### src/design/rcf_pkg.sv
`timescale 1ns / 1ps
// Shared types and constants of the command framer.
// No dependencies; every other design file depends on this package.
package rcf_pkg;

	localparam int ARG_LEN_LIMIT = 8192;
	localparam int ARG_SLOTS     = 32;
	localparam int NUM_W         = 14;
	localparam int LEN_W         = 13;
	localparam int IDX_W         = 5;
	localparam int CNT_W         = 6;

	localparam logic [NUM_W-1:0] NUM_SAT   = NUM_W'(ARG_LEN_LIMIT + 64);
	localparam logic [NUM_W-1:0] LEN_LIMIT = NUM_W'(ARG_LEN_LIMIT);
	localparam logic [CNT_W-1:0] SLOTS     = CNT_W'(ARG_SLOTS);

	localparam logic [7:0] CH_STAR   = 8'h2A;
	localparam logic [7:0] CH_DOLLAR = 8'h24;
	localparam logic [7:0] CH_CR     = 8'h0D;
	localparam logic [7:0] CH_LF     = 8'h0A;
	localparam logic [7:0] CH_MINUS  = 8'h2D;
	localparam logic [7:0] CH_ZERO   = 8'h30;
	localparam logic [7:0] CH_NINE   = 8'h39;

	typedef logic [7:0]       byte_t;
	typedef logic [CNT_W-1:0] cnt_t;

	typedef enum logic [1:0] {
		KIND_DATA     = 2'd0,
		KIND_EMPTY    = 2'd1,
		KIND_COMPLETE = 2'd2,
		KIND_ERROR    = 2'd3
	} kind_t;

	typedef enum logic [1:0] {
		ERR_BAD_START      = 2'd0,
		ERR_BAD_COUNT      = 2'd1,
		ERR_MISSING_DOLLAR = 2'd2,
		ERR_BAD_LENGTH     = 2'd3
	} err_t;

	typedef enum logic [10:0] {
		PH_IDLE      = 11'b000_0000_0001,
		PH_CNT_START = 11'b000_0000_0010,
		PH_CNT_BODY  = 11'b000_0000_0100,
		PH_CNT_CR    = 11'b000_0000_1000,
		PH_DOLLAR    = 11'b000_0001_0000,
		PH_LEN_START = 11'b000_0010_0000,
		PH_LEN_BODY  = 11'b000_0100_0000,
		PH_LEN_CR    = 11'b000_1000_0000,
		PH_DATA      = 11'b001_0000_0000,
		PH_TRAIL1    = 11'b010_0000_0000,
		PH_TRAIL2    = 11'b100_0000_0000
	} phase_t;

	typedef struct packed {
		kind_t            result_kind;
		byte_t            data_byte;
		logic [IDX_W-1:0] arg_index;
		logic             arg_last_byte;
		cnt_t             arg_total;
		err_t             error_code;
	} result_t;

endpackage

### src/design/rcf_byte_if.sv
`timescale 1ns / 1ps
// Byte stream channel into the framer: valid/ready plus one raw byte.
// Depends on rcf_pkg.
interface rcf_byte_if;
	logic            valid;
	logic            ready;
	rcf_pkg::byte_t  in_byte;

	modport source (output valid, output in_byte, input ready);
	modport sink   (input valid, input in_byte, output ready);
endinterface

### src/design/rcf_result_if.sv
`timescale 1ns / 1ps
// Result channel out of the framer: valid/ready plus the result fields.
// Depends on rcf_pkg.
interface rcf_result_if;
	logic                          valid;
	logic                          ready;
	rcf_pkg::kind_t                result_kind;
	rcf_pkg::byte_t                data_byte;
	logic [rcf_pkg::IDX_W-1:0]     arg_index;
	logic                          arg_last_byte;
	rcf_pkg::cnt_t                 arg_total;
	rcf_pkg::err_t                 error_code;

	modport source (output valid, output result_kind, output data_byte, output arg_index,
		output arg_last_byte, output arg_total, output error_code, input ready);
	modport sink   (input valid, input result_kind, input data_byte, input arg_index,
		input arg_last_byte, input arg_total, input error_code, output ready);
endinterface

### src/design/rcf_cfg_if.sv
`timescale 1ns / 1ps
// Configuration write channel: valid/ready plus the argument limit.
// Depends on rcf_pkg.
interface rcf_cfg_if;
	logic           valid;
	logic           ready;
	rcf_pkg::cnt_t  max_arguments;

	modport source (output valid, output max_arguments, input ready);
	modport sink   (input valid, input max_arguments, output ready);
endinterface

### src/design/resp_command_framer.sv
`timescale 1ns / 1ps
// Command framer top level: input byte register, parser, result register.
// Path: an accepted byte is held in the input register, then the parser's result for it
// is loaded into the result register, from which the result channel is driven.
// Throughput: one byte per cycle; a stalled result holds the input register.
// Reset: arst_n clears the pipeline valids, the parser state (idle, awaiting '*')
// and sets the argument limit to 32. Depends on rcf_pkg, the interfaces and rcf_parser.
module resp_command_framer (
	input  logic            clk,
	input  logic            arst_n,
	rcf_byte_if.sink        stream,
	rcf_result_if.source    result,
	rcf_cfg_if.sink         cfg
);
	import rcf_pkg::*;

	// Argument limit register; write it only while no byte is in flight.
	cnt_t     max_args_q;

	// Input register stage.
	logic     valid_s1;
	byte_t    byte_s1;

	// Result register.
	logic     out_valid_q;
	result_t  out_q;

	logic     advance;
	logic     res_valid;
	result_t  res;

	assign cfg.ready = 1'b1;

	always_ff @(posedge clk or negedge arst_n) begin
		if (!arst_n) begin
			max_args_q <= SLOTS;
		end else if (cfg.valid) begin
			max_args_q <= cfg.max_arguments;
		end
	end

	// Advance the held byte through the parser whenever the result register
	// is free or is being drained in this cycle.
	assign advance      = valid_s1 && (!out_valid_q || result.ready);
	assign stream.ready = !valid_s1 || advance;

	always_ff @(posedge clk or negedge arst_n) begin
		if (!arst_n) begin
			valid_s1 <= 1'b0;
		end else if (stream.ready) begin
			valid_s1 <= stream.valid;
		end
	end

	// Payload register: no reset needed.
	always_ff @(posedge clk) begin
		if (stream.valid && stream.ready) begin
			byte_s1 <= stream.in_byte;
		end
	end

	rcf_parser u_parser (
		.clk           (clk),
		.arst_n        (arst_n),
		.step          (advance),
		.in_byte       (byte_s1),
		.max_arguments (max_args_q),
		.res_valid     (res_valid),
		.res           (res)
	);

	// Load the result register on every advance (a byte that yields no
	// result leaves it empty); otherwise drop the item once it is taken.
	always_ff @(posedge clk or negedge arst_n) begin
		if (!arst_n) begin
			out_valid_q <= 1'b0;
		end else if (advance) begin
			out_valid_q <= res_valid;
		end else if (result.ready) begin
			out_valid_q <= 1'b0;
		end
	end

	always_ff @(posedge clk) begin
		if (advance && res_valid) begin
			out_q <= res;
		end
	end

	assign result.valid         = out_valid_q;
	assign result.result_kind   = out_q.result_kind;
	assign result.data_byte     = out_q.data_byte;
	assign result.arg_index     = out_q.arg_index;
	assign result.arg_last_byte = out_q.arg_last_byte;
	assign result.arg_total     = out_q.arg_total;
	assign result.error_code    = out_q.error_code;

endmodule

### src/design/rcf_parser.sv
`timescale 1ns / 1ps
// Frame parser state and its one-byte update; produces at most one result per step.
// Depends on rcf_pkg.
module rcf_parser (
	input  logic                   clk,
	input  logic                   arst_n,
	input  logic                   step,
	input  rcf_pkg::byte_t         in_byte,
	input  rcf_pkg::cnt_t          max_arguments,
	output logic                   res_valid,
	output rcf_pkg::result_t       res
);
	import rcf_pkg::*;

	phase_t             phase_q, phase_d;
	logic [NUM_W-1:0]   num_q, num_d;
	logic               neg_q, neg_d;
	logic               ended_q, ended_d;
	cnt_t               held_q, held_d;
	logic [IDX_W-1:0]   cur_q, cur_d;
	logic [LEN_W-1:0]   left_q, left_d;

	logic               is_start, is_cr, is_digit, sat, line_done, to_cr;
	logic [NUM_W+2:0]   acc;
	logic [NUM_W-1:0]   ln_num;
	logic               ln_neg, ln_end;
	cnt_t               lim, nxt_arg;
	logic [LEN_W-1:0]   left_dec;

	// Number-line byte: sign, digit accumulation with saturation, CR/LF tracking.
	always_comb begin
		is_start  = (phase_q == PH_CNT_START) || (phase_q == PH_LEN_START);
		is_cr     = (phase_q == PH_CNT_CR) || (phase_q == PH_LEN_CR);
		is_digit  = (in_byte >= CH_ZERO) && (in_byte <= CH_NINE);
		acc       = ({3'b000, num_q} * (NUM_W+3)'(10)) + (NUM_W+3)'(in_byte - CH_ZERO);
		sat       = acc > (NUM_W+3)'(NUM_SAT);
		line_done = is_cr && (in_byte == CH_LF);
		to_cr     = 1'b0;
		ln_num    = num_q;
		ln_neg    = neg_q;
		ln_end    = ended_q | is_cr;
		if (in_byte == CH_CR) begin
			ln_end = 1'b1;
			to_cr  = 1'b1;
		end else if (is_start && (in_byte == CH_MINUS)) begin
			ln_neg = 1'b1;
		end else if (!ln_end && is_digit) begin
			ln_num = sat ? NUM_SAT : acc[NUM_W-1:0];
		end else begin
			ln_end = 1'b1;
		end
	end

	always_comb begin
		lim      = (max_arguments >= SLOTS) ? SLOTS : max_arguments;
		nxt_arg  = {1'b0, cur_q} + cnt_t'(1);
		left_dec = (left_q != '0) ? left_q - LEN_W'(1) : left_q;

		phase_d   = phase_q;
		num_d     = num_q;
		neg_d     = neg_q;
		ended_d   = ended_q;
		held_d    = held_q;
		cur_d     = cur_q;
		left_d    = left_q;
		res_valid = 1'b0;
		res       = '0;

		case (phase_q)
			PH_IDLE: begin
				if (in_byte == CH_STAR) begin
					num_d   = '0;
					neg_d   = 1'b0;
					ended_d = 1'b0;
					phase_d = PH_CNT_START;
				end else begin
					res_valid       = 1'b1;
					res.result_kind = KIND_ERROR;
					res.error_code  = ERR_BAD_START;
				end
			end
			PH_CNT_START, PH_CNT_BODY, PH_CNT_CR: begin
				if (!line_done) begin
					num_d   = ln_num;
					neg_d   = ln_neg;
					ended_d = ln_end;
					phase_d = to_cr ? PH_CNT_CR : PH_CNT_BODY;
				end else if ((num_q == '0) || neg_q || (num_q > NUM_W'(lim))) begin
					phase_d         = PH_IDLE;
					res_valid       = 1'b1;
					res.result_kind = KIND_ERROR;
					res.error_code  = ERR_BAD_COUNT;
				end else begin
					held_d  = num_q[CNT_W-1:0];
					cur_d   = '0;
					phase_d = PH_DOLLAR;
				end
			end
			PH_DOLLAR: begin
				if (in_byte == CH_DOLLAR) begin
					num_d   = '0;
					neg_d   = 1'b0;
					ended_d = 1'b0;
					phase_d = PH_LEN_START;
				end else begin
					phase_d         = PH_IDLE;
					res_valid       = 1'b1;
					res.result_kind = KIND_ERROR;
					res.error_code  = ERR_MISSING_DOLLAR;
				end
			end
			PH_LEN_START, PH_LEN_BODY, PH_LEN_CR: begin
				if (!line_done) begin
					num_d   = ln_num;
					neg_d   = ln_neg;
					ended_d = ln_end;
					phase_d = to_cr ? PH_LEN_CR : PH_LEN_BODY;
				end else if ((neg_q && (num_q != '0)) || (num_q >= LEN_LIMIT)) begin
					phase_d         = PH_IDLE;
					res_valid       = 1'b1;
					res.result_kind = KIND_ERROR;
					res.error_code  = ERR_BAD_LENGTH;
				end else if (num_q == '0) begin
					phase_d         = PH_TRAIL1;
					res_valid       = 1'b1;
					res.result_kind = KIND_EMPTY;
					res.arg_index   = cur_q;
				end else begin
					left_d  = num_q[LEN_W-1:0];
					phase_d = PH_DATA;
				end
			end
			PH_DATA: begin
				res_valid         = 1'b1;
				res.result_kind   = KIND_DATA;
				res.data_byte     = in_byte;
				res.arg_index     = cur_q;
				res.arg_last_byte = (left_q <= LEN_W'(1));
				left_d            = left_dec;
				if (left_dec == '0) begin
					phase_d = PH_TRAIL1;
				end
			end
			PH_TRAIL1: begin
				phase_d = PH_TRAIL2;
			end
			PH_TRAIL2: begin
				if (nxt_arg >= held_q) begin
					phase_d         = PH_IDLE;
					res_valid       = 1'b1;
					res.result_kind = KIND_COMPLETE;
					res.arg_total   = held_q;
				end else begin
					cur_d   = nxt_arg[IDX_W-1:0];
					phase_d = PH_DOLLAR;
				end
			end
			default: begin
				phase_d = PH_IDLE;
			end
		endcase
	end

	always_ff @(posedge clk or negedge arst_n) begin
		if (!arst_n) begin
			phase_q <= PH_IDLE;
			num_q   <= '0;
			neg_q   <= 1'b0;
			ended_q <= 1'b0;
			held_q  <= '0;
			cur_q   <= '0;
			left_q  <= '0;
		end else if (step) begin
			phase_q <= phase_d;
			num_q   <= num_d;
			neg_q   <= neg_d;
			ended_q <= ended_d;
			held_q  <= held_d;
			cur_q   <= cur_d;
			left_q  <= left_d;
		end
	end

endmodule

### src/flat_wrapper.sv
// flat-port wrapper written by rule: the top's interface ports become plain ports
module resp_command_framer_flat import rcf_pkg::*;
  (clk, arst_n, stream_valid, stream_in_byte, stream_ready, result_valid, result_result_kind, result_data_byte, result_arg_index, result_arg_last_byte, result_arg_total, result_error_code, result_ready, cfg_valid, cfg_max_arguments, cfg_ready);
  rcf_byte_if stream_i ();
  rcf_result_if result_i ();
  rcf_cfg_if cfg_i ();
  input  logic clk;
  input  logic arst_n;
  input wire logic [$bits(stream_i.valid)-1:0] stream_valid;
  input wire logic [$bits(stream_i.in_byte)-1:0] stream_in_byte;
  output wire logic [$bits(stream_i.ready)-1:0] stream_ready;
  output wire logic [$bits(result_i.valid)-1:0] result_valid;
  output wire logic [$bits(result_i.result_kind)-1:0] result_result_kind;
  output wire logic [$bits(result_i.data_byte)-1:0] result_data_byte;
  output wire logic [$bits(result_i.arg_index)-1:0] result_arg_index;
  output wire logic [$bits(result_i.arg_last_byte)-1:0] result_arg_last_byte;
  output wire logic [$bits(result_i.arg_total)-1:0] result_arg_total;
  output wire logic [$bits(result_i.error_code)-1:0] result_error_code;
  input wire logic [$bits(result_i.ready)-1:0] result_ready;
  input wire logic [$bits(cfg_i.valid)-1:0] cfg_valid;
  input wire logic [$bits(cfg_i.max_arguments)-1:0] cfg_max_arguments;
  output wire logic [$bits(cfg_i.ready)-1:0] cfg_ready;
  assign stream_i.valid = stream_valid;
  assign stream_i.in_byte = stream_in_byte;
  assign stream_ready = stream_i.ready;
  assign result_valid = result_i.valid;
  assign result_result_kind = result_i.result_kind;
  assign result_data_byte = result_i.data_byte;
  assign result_arg_index = result_i.arg_index;
  assign result_arg_last_byte = result_i.arg_last_byte;
  assign result_arg_total = result_i.arg_total;
  assign result_error_code = result_i.error_code;
  assign result_i.ready = result_ready;
  assign cfg_i.valid = cfg_valid;
  assign cfg_i.max_arguments = cfg_max_arguments;
  assign cfg_ready = cfg_i.ready;
  resp_command_framer u_core (.clk(clk), .arst_n(arst_n), .stream(stream_i), .result(result_i), .cfg(cfg_i));
endmodule
### config.mk
export PLATFORM = sky130hd
export DESIGN_NAME = resp_command_framer_flat
export DESIGN_NICKNAME = d
export VERILOG_FILES = /design/src/design/rcf_pkg.sv /design/src/design/rcf_byte_if.sv /design/src/design/rcf_result_if.sv /design/src/design/rcf_cfg_if.sv /design/src/design/resp_command_framer.sv /design/src/design/rcf_parser.sv /design/src/flat_wrapper.sv
export SDC_FILE = /design/constraint.sdc
export NUM_CORES = 1
export LEC_CHECK = 0
export BUFFER_PORTS_ARGS = -buffer_cell sky130_fd_sc_hd__buf_2
export CAP_MARGIN = 5
export CELL_PAD_IN_SITES_DETAIL_PLACEMENT = 1
export CELL_PAD_IN_SITES_GLOBAL_PLACEMENT = 2
export CORE_ASPECT_RATIO = 1.75
export CORE_MARGIN = 2
export CORE_UTILIZATION = 42
export CTS_CLUSTER_SIZE = 14
export DETAILED_ROUTE_END_ITERATION = 8
export PLACE_DENSITY = 0.95
export SYNTH_ARGS = -nofsm -noshare
export SYNTH_HDL_FRONTEND = slang
export SYNTH_SLANG_ARGS = --single-unit
### constraint.sdc
create_clock -name clk -period 10.85 [get_ports clk]
set_input_delay 2.17 -clock clk [delete_from_list [all_inputs] [get_ports clk]]
set_output_delay 2.17 -clock clk [all_outputs]
set_load 0.02 [all_outputs]
# Word level (Yosys, flattened, before mapping)
# Cells that the tools add are included.
[totals] ff_bits=91 latchBits=0 ramBits=0 rom_bits=0 out_inout_bits=27 mem_count=0
[op_classes] addsub=4 mul=1 n_div=0 order_cmp=8 n_eq_ne=30 n_shift=0 muxes=72 bitwise=2 reduce_logical=37
[op_table] op="two-way mux 14 bit" n=7
[op_table] op="case mux 11 bit (7 select lines)" n=1
[op_table] op="two-way mux 13 bit" n=4
[op_table] op="two-way mux 5 bit" n=9
[op_table] op="two-way mux 11 bit" n=4
[op_table] op="case mux 14 bit (3 select lines)" n=1
[op_table] op="case mux 13 bit (2 select lines)" n=1
[op_table] op="== test 8 x 6 -> 1 bit (second input constant)" n=3
[op_table] op="!= test 2 bit (second input constant)" n=12
[op_table] op="two-way mux 1 bit" n=23
[op_table] op="two-way mux 2 bit" n=10
[op_table] op="case mux 5 bit (2 select lines)" n=2
[op_table] op="adder 17 bit" n=1
[op_table] op="greater-than comparator 17 x 14 -> 1 bit (second input constant)" n=1
[op_table] op="== test 8 x 4 -> 1 bit (second input constant)" n=2
[op_table] op="multiplier 14 x 3 -> 16 bit (second input constant)" n=1
[op_table] op="AND reduction 5 bit" n=3
[op_table] op=">= comparator 14 bit (second input constant)" n=1
[op_table] op="greater-than comparator 14 x 6 -> 1 bit" n=1
[op_table] op="zero test 14 bit" n=1
[op_table] op="nonzero test 14 bit" n=1
[op_table] op="<= comparator 13 x 1 -> 1 bit (second input constant)" n=1
[op_table] op="zero test 13 bit" n=1
[op_table] op="nonzero test 13 bit" n=1
[op_table] op="41 further kinds" n=62

# Logic depth before layout (Yosys ltp)
# Gate-level depths: netlist of the first run.
[depth] depth_word=10 ltp_mapped=20 ltp_nobuf=20

# By module
# From an unflattened synthesis of the first run, not the netlist that was laid out.
[unflattened] cells_unflattened=690 hier_area_um2=6647.6
[modules_own_cells] module="rcf_parser" instances=1 cells_per_inst=633 area_each_um2=5326.4 seq_area_each_um2=1277.5
[modules_own_cells] module="resp_command_framer" instances=1 cells_per_inst=57 area_each_um2=1321.3 seq_area_each_um2=1162.4

# Least setup slack after synthesis of the first run
# No wires, ideal clock.
[synth_path] kind="input to output" from="input result_ready" to="output stream_ready" t_arrival_ns=2.461 slack_ns=6.219 cell_stages=2 path_buffers=0 cell_sequence="nor2b_1 nand2_1"
[synth_between] elab_chain_cells=3
[synth_lines] element="start: declaration" line_no="flat_wrapper.sv:19" source="input wire logic [$bits(result_i.ready)-1:0] result_ready;"
[synth_lines] element="logical OR 1 bit" line_no="resp_command_framer.sv:44" source="assign advance = valid_s1 && (!out_valid_q || result.ready);"
[synth_lines] element="logical AND 1 bit" line_no="resp_command_framer.sv:44"
[synth_lines] element="logical OR 1 bit" line_no="resp_command_framer.sv:45" source="assign stream.ready = !valid_s1 || advance;"
[synth_lines] element="end: declaration" line_no="flat_wrapper.sv:11" source="output wire logic [$bits(stream_i.ready)-1:0] stream_ready;"
# No other way between the ends.

# Final worst setup path of the first run
# Ends and elaborated chain as after synthesis.

==> results.toml, run 1 <==
[final_layout]
antenna_cells = 0
fillerInstances = 1717
ff_latch_area_um2 = 2440
multiInputGateArea_um2 = 3734
stdcell_count = 902
post_layout_utilization_of_the_core_pct = 47.79
layout.cell_area.non_filler_um2 = 7091
layout-drive-gt1-share_pct = 15.30
syn2layout_area_growth_pct = 11.05
final_nets = 794

[setup_path]
rrSetupSlack_ns = 5.89
timing.rr.start = "u_core.u_parser.num_q[1]"
worstPathRequired_ns = 8.68
worst-endpoint-arrival_ns = 2.79
worstSetupEndpointType = "output port"
timing.critical_path.from_type = "primary input"
worstSetupPathType = "primary input to output port"
crit_path_max_fanout = 3
r2r_worst_path_depth = 20
regToRegEndpoint = "u_core.u_parser.num_q[9]"

[timing]
min_period_over_period_pct = 45.76
slew_headroom_pct = 20.64
report.final.slew_viol_count = 0
final-hold-violation-count = 0
timing.hold.ws_ns = 0.5067
tightest_slew_ns = 1.182
fmaxAchievable_ghz = 0.2014
setup-tns-final_ns = 0
clock-skew-final_ns = 0.006151
post-route-worst-setup-slack_ns = 5.885
rsz_0062_raised_after_global_routing = "no"
finalCriticalPeriod_ns = 4.965
setup_viol = 0

[global_routing]
grt_pass1_vias = 5706
grtUsageTotal_pct = 22.29
grt_remaining_overflow = 0
grt_start_max_net_pins = 60
number_of_antenna_violations_at_the_first_check_in_global_routing = 0
grt_pass1_wl_mm = 28.89

[logic_synthesis]
mappedNetlistNets = 756
synth-edff-count = 32
synth-seq-cells = 91
post_synth_instance_area_um2 = 6385
synth_area_leaders = "sky130_fd_sc_hd__dfrtp_1 22%, sky130_fd_sc_hd__edfxtp_1 15%, sky130_fd_sc_hd__ha_1 12%, sky130_fd_sc_hd__o21ai_0 3.7%, sky130_fd_sc_hd__a21oi_1 3.5%"
synth_cell_types = 75
asyncSetResetFlopFracSynth_pct = 64.84
post_synth_most_frequent_cells = "59 x sky130_fd_sc_hd__ha_1, 59 x sky130_fd_sc_hd__nor2_1, 58 x sky130_fd_sc_hd__nand2_1"
synthCells = 676
synth-warning-count = 0
netlist.area_leader.share_pct = 22.34
yosysSeqAreaShare_pct = 38.21
postSynth.topFlopCell = "sky130_fd_sc_hd__dfrtp_1"
synth_area_leader_cell = "sky130_fd_sc_hd__dfrtp_1"
post_synthesis_area_per_instance_um2 = 9.445

[placement]
buffer_ports.inserted = 44
placed_cell_area_um2 = 6773
post_place_worst_slack_ns = 5.886
detailed_place_hpwl_mm = 14.05
dp_cells = 886
globalplace.congestion = 0.8271

[floorplan]
design.portCount = 46
die_w_um = 97.21
std_cell_rows = 59
floorplan.die.height_um = 167.1
core_um2 = 14840
initial_core_utilization_pct = 43.03
design.die.area_um2 = 16240

[clock_tree]
cts.repair_timing.setup_buffer_count = 0
htree_num_levels = 3
sinks_on_the_clock_net = 91
cts_tree = "done"
cts_max_path_buffers = 2
clock_buffer_count_from_cts = 9
clkSlewWorstSetupHoldPaths_ns = 0.06
post_cts_resize_count = 0
clock_tree.root_cell = "sky130_fd_sc_hd__clkbuf_16"
worstSkewPairLatency_ns = 0.35
ctsHoldBuffers = 0

[route]
drt_pass1_iterations = 4
route.top_layer_used = "met4"
dr_wl_met3_um = 413
antenna_violating_nets_post_route = 0
routed-wl-met2_mm = 10.12
drc = 0
wirelength_met1_mm = 6.483
routedWlPerCell_um = 19.75
drt_iter0_markers = 195
vias = 5297
wl_mm = 17.81
drt-vias-per-instance = 5.873

[min_path]
hold-path-cell-count = 1
worstHoldEndpoint = "u_core.u_parser.held_q[5]"
timing.hold.worst.start = "u_core.u_parser.held_q[5]"
timing.hold.worst.class = "flop to flop"

[run_status]
status = "complete, no violations"

[power]
total_power_mw = 1.964
powerDensity_nw_per_um2 = 276.9
power_leakage_nw = 3.213
ir_worst_vdd_mv = 0.1181

[job]
max_cap_violations = 0
sequential cells by signal (all words and copies together) (netlist names), 5 cells and up:
| name | flops |
|---|---|
| u_core.u_parser.cur_q | 5 |
| u_core.u_parser.num_q | 14 |
| u_core.result.arg_index | 5 |
| u_core.u_parser.held_q | 6 |
| u_core.byte_s1 | 8 |
| u_core.u_parser.left_q | 13 |
| u_core.result.arg_total | 6 |
| u_core.u_parser.phase_q | 11 |
| u_core.result.data_byte | 8 |
| u_core.max_args_q | 6 |
per-layer routing:
metal	vias to the layer above	track usage (%)
met3	43	2.713
met1	2623	22.53
met4	0	11.45
li1	2541	-
met2	90	43.72
met5	-	0
layout by cell type, fill, tap and decap left out, types with 4 or more instances in the layout:
master,n
sky130_fd_sc_hd__a211oi_1,4
sky130_fd_sc_hd__a21o_1,9
sky130_fd_sc_hd__a21oi_1,45
sky130_fd_sc_hd__a22o_1,6
sky130_fd_sc_hd__and2_1,11
sky130_fd_sc_hd__and3_1,8
sky130_fd_sc_hd__buf_2,44
sky130_fd_sc_hd__clkbuf_16,9
sky130_fd_sc_hd__dfrtp_1,57
sky130_fd_sc_hd__edfxtp_1,32
sky130_fd_sc_hd__ha_1,59
sky130_fd_sc_hd__inv_1,34
sky130_fd_sc_hd__mux2_2,18
sky130_fd_sc_hd__mux2i_1,4
sky130_fd_sc_hd__nand2_1,58
sky130_fd_sc_hd__nand2b_1,7
sky130_fd_sc_hd__nand3_1,15
sky130_fd_sc_hd__nand4_1,8
sky130_fd_sc_hd__nor2_1,59
sky130_fd_sc_hd__nor2b_1,9
sky130_fd_sc_hd__nor3_1,18
sky130_fd_sc_hd__nor3b_1,4
sky130_fd_sc_hd__nor4_1,11
sky130_fd_sc_hd__o211ai_1,7
sky130_fd_sc_hd__o21ai_0,47
sky130_fd_sc_hd__o21ai_2,6
sky130_fd_sc_hd__o21bai_1,5
sky130_fd_sc_hd__or3_1,8
sky130_fd_sc_hd__xnor2_1,23
sky130_fd_sc_hd__xor2_1,14
final cells by class:
class / count / share of cell area [%]
Multi-Input combinational cell: 531 / 52.66
Sequential cell: 91 / 34.41
Timing Repair Buffer: 47 / 3.423
Tap cell: 183 / 3.229
Clock buffer: 9 / 3.176
Inverter: 34 / 1.800
Clock inverter: 7 / 1.306
critical path: stages:
cell                      delay, ns
sky130_fd_sc_hd__buf_2         0.10
sky130_fd_sc_hd__nor2b_1       0.16
sky130_fd_sc_hd__nand2_1       0.16
sky130_fd_sc_hd__buf_2         0.20
worst max path at each step:
stage / start / to / slack [ns] / cells past startpoint
5_1_grt: u_core.u_parser.num_q[1] / u_core.u_parser.num_q[9] / 5.54 / 20
2_1_floorplan: result_ready / stream_ready / 6.22 / 2
6_report: result_ready / stream_ready / 5.89 / 4
3_3_place_gp: result_ready / stream_ready / 5.89 / 4
4_1_cts: u_core.u_parser.num_q[1] / u_core.u_parser.num_q[9] / 5.86 / 20
3_5_place_dp: u_core.u_parser.num_q[1] / u_core.u_parser.num_q[9] / 5.89 / 20
power breakdown:
part	internal, mW	total [mW]	switching (mW)
Clock	0.201	0.337	0.136
Combinational	0.384	1.06	0.672
Sequential	0.462	0.570	0.108
cells by family (layout without fill, tap and decap cells):
logic type | count (synthesis) | count (layout) | share of synthesized area, %
adder cells (fa/ha/maj) | 61 | 61 | 12.19
multiplexers | 22 | 22 | 3.802
buffers and inverters | 54 | 97 | 3.312
XOR/XNOR | 37 | 37 | 5.075
flip-flops | 91 | 91 | 38.21
AO/OA/AOI/OAI | 177 | 177 | 18.89
other | 1 | 1 | 0.05873
AND/OR/NAND/NOR | 233 | 233 | 18.46
(Power assumes the default switching activity.)
==> inputs of run 2 (changes only) <==
--- a/config.mk
+++ b/config.mk
@@ -11,10 +11,10 @@
 export CELL_PAD_IN_SITES_GLOBAL_PLACEMENT = 2
 export CORE_ASPECT_RATIO = 1.75
 export CORE_MARGIN = 2
-export CORE_UTILIZATION = 42
+export CORE_UTILIZATION = 39
 export CTS_CLUSTER_SIZE = 14
 export DETAILED_ROUTE_END_ITERATION = 8
-export PLACE_DENSITY = 0.95
+export PLACE_DENSITY = 0.92
 export SYNTH_ARGS = -nofsm -noshare
 export SYNTH_HDL_FRONTEND = slang
 export SYNTH_SLANG_ARGS = --single-unit
==> constraint.sdc (replaced) <==
create_clock -name clk -period 5.05 [get_ports clk]
set_input_delay 1.01 -clock clk [delete_from_list [all_inputs] [get_ports clk]]
set_output_delay 1.01 -clock clk [all_outputs]
set_load 0.02 [all_outputs]
==> run 2 against run 1 <==
Routed wire length grew 4.7%. Utilization shrank 3.2 points. Final cell count grew 1.3%. Global-route usage shrank 0.66 points. Critical endpoint is now u_core.u_parser.num_q[0]. Die area grew 7.4%. Via count grew 1.1%. Sequential share of layout area shrank 0.080 points. Final area grew 0.34%. Sequential power grew 110%.
==> results.toml, run 2 (same netlist as run 1, synthesis figures left out) <==
[final_layout]
syn2layout_area_growth_pct = 11.42
layout.cell_area.non_filler_um2 = 7114
final_nets = 800
fillerInstances = 1847
biggest_registers_after_layout = "u_core.u_parser.num_q x14, u_core.u_parser.left_q x13, u_core.u_parser.phase_q x11"
antenna_cells = 0
register_with_the_highest_flop_count = "u_core.u_parser.num_q"
final_cell_mix = "59 x sky130_fd_sc_hd__nor2_1, 59 x sky130_fd_sc_hd__ha_1, 58 x sky130_fd_sc_hd__nand2_1, 55 x sky130_fd_sc_hd__dfrtp_1, 46 x sky130_fd_sc_hd__o21ai_0"
layout-drive-gt1-share_pct = 16.41
largest_register_ffs = 14

[global_routing]
grt_pass1_vias = 5868
grt_pass1_wl_mm = 29.87
grt_start_max_net_pins = 60
number_of_antenna_violations_at_the_first_check_in_global_routing = 0
grt_remaining_overflow = 0
grtUsageTotal_pct = 21.63

[timing]
finalCriticalPeriod_ns = 4.852
setup_viol = 0
min_period_over_period_pct = 96.08
clock-skew-final_ns = 0.009204
tightest_slew_ns = 0.8393
report.final.slew_viol_count = 0
setup-tns-final_ns = 0
final-hold-violation-count = 0
fmaxAchievable_ghz = 0.2061
slew_headroom_pct = 43.53

[run_status]
status = "complete, no violations"

[setup_path]
critical-path-max-stage-delay_ns = 0.49
critical_path.slowest_cell = "sky130_fd_sc_hd__or3b_4"
worst-endpoint-arrival_ns = 5.11
rrSetupSlack_ns = 0.20
worstSetupEndpointType = "flop"
timing.rr.start = "u_core.u_parser.num_q[2]"
worstPathRequired_ns = 5.31
crit_path_max_fanout = 7
worstSetupPathType = "flop to flop"
timing.critical_path.from_type = "flop"
r2r_worst_path_depth = 19
timing.critical_path.cells = "ha_1 -> ha_1 -> a21o_1 -> a21o_1 -> a21oi_1 -> o21ai_0 -> a221o_1 -> a21o_1 -> a21oi_1 -> xnor2_1 -> ha_1 -> nor2_1 -> o21a_1 -> o2bb2ai_1 -> a21oi_1 -> or3_1 -> a211oi_4 -> or3b_4 -> o21ai_2"
regToRegEndpoint = "u_core.u_parser.num_q[0]"

[clock_tree]
clock_buffer_count_from_cts = 9
sinks_on_the_clock_net = 91
cts_max_path_buffers = 2
worstSkewPairLatency_ns = 0.34
htree_num_levels = 3
cts_tree = "done"
ctsHoldBuffers = 0
clock_tree.root_cell = "sky130_fd_sc_hd__clkbuf_16"
clkSlewWorstSetupHoldPaths_ns = 0.07

[route]
vias = 5354
drt_iter0_markers = 230
drc = 0
routedWlPerCell_um = 20.40
drt-vias-per-instance = 5.858
wl_mm = 18.64
drt_pass1_iterations = 4
antenna_violating_nets_post_route = 0

[min_path]
timing.hold.worst.class = "flop to flop"
worstHoldEndpoint = "u_core.max_args_q[3]"
hold-path-cell-count = 1
timing.hold.worst.start = "u_core.max_args_q[3]"

[floorplan]
initial_core_utilization_pct = 40.03
floorplan.die.height_um = 173.3
design.die.area_um2 = 17450
die_w_um = 100.7
core_um2 = 15950
std_cell_rows = 61
design.portCount = 46

[placement]
globalplace.congestion = 0.8839
buffer_ports.inserted = 44
placed_cell_area_um2 = 6810
detailed_place_hpwl_mm = 14.68

[power]
power_leakage_nw = 3.227
powerDensity_nw_per_um2 = 590.8
ir_worst_vdd_mv = 0.2379

[job]
max_cap_violations = 0
## run 2: final cells by class
class	count	area (µm²)	area share (%)
sequential	91	2442	34.33
clock buffer	9	225.2	3.166
multi-input combinational	531	3741	52.59
clock inverter	7	53.80	0.7562
tap	189	236.5	3.324
inverter	34	127.6	1.794
timing repair buffer	53	287.8	4.045
## run 2: power by group
group / internal (mW) / switching [mW]
Sequential: 0.991 / 0.219
Combinational: 0.860 / 1.50
Clock: 0.336 / 0.299
## run 2: critical path, delay by kind of cell (launching register included)
kind / cells / cell delay [ns]
xor+xnor: 1 / 0.09
simple gates: 3 / 1.04
compound gates: 12 / 2.32
flops: 1 / 0.46
fa+ha+maj: 3 / 0.85
## run 2: how the worst max path moves through the flow
stage | from | to | slack [ns] | cells after the start
CTS | u_core.u_parser.num_q[3] | u_core.u_parser.num_q[0] | 0.25 | 20
global route | u_core.u_parser.num_q[2] | u_core.u_parser.num_q[7] | -0.003 | 19
detailed placement | u_core.u_parser.num_q[3] | u_core.u_parser.num_q[7] | 0.29 | 20
global placement | u_core.u_parser.num_q[3] | u_core.u_parser.num_q[9] | 0.48 | 20
floorplan | u_core.u_parser.num_q[1] | u_core.u_parser.num_q[8] | 0.70 | 20
finish | u_core.u_parser.num_q[2] | u_core.u_parser.num_q[0] | 0.20 | 19
## run 2: metrics by stage
stage	hold WS [ns]	power (mW)	cells	utilization (%)	setup WS (ns)
after floorplan	0.4697	2.836	676	-	0.6969
after global placement	0.4882	3.412	896	42.69	0.4786
after global routing	0.5360	4.495	914	44.60	-0.002792
final	0.5202	4.203	914	44.60	0.1981
after detailed placement	0.5026	3.535	896	42.69	0.2854
after CTS	0.5170	4.179	912	44.44	0.2520
## run 2: layer usage
layer | global-route usage, % | vias to the layer above | routed length (µm)
li1 | - | 2557 | -
met1 | 22.27 | 2675 | 6910
met2 | 41.75 | 78 | 10650
met3 | 1.895 | 44 | 256
met4 | 11.02 | 0 | 831
met5 | 0 | - | 0
## run 2: what timing repair did
action	in CTS	in global routing
setup buffers	0	2
resized for setup	0	4
endpoints found under the setup margin	0	10
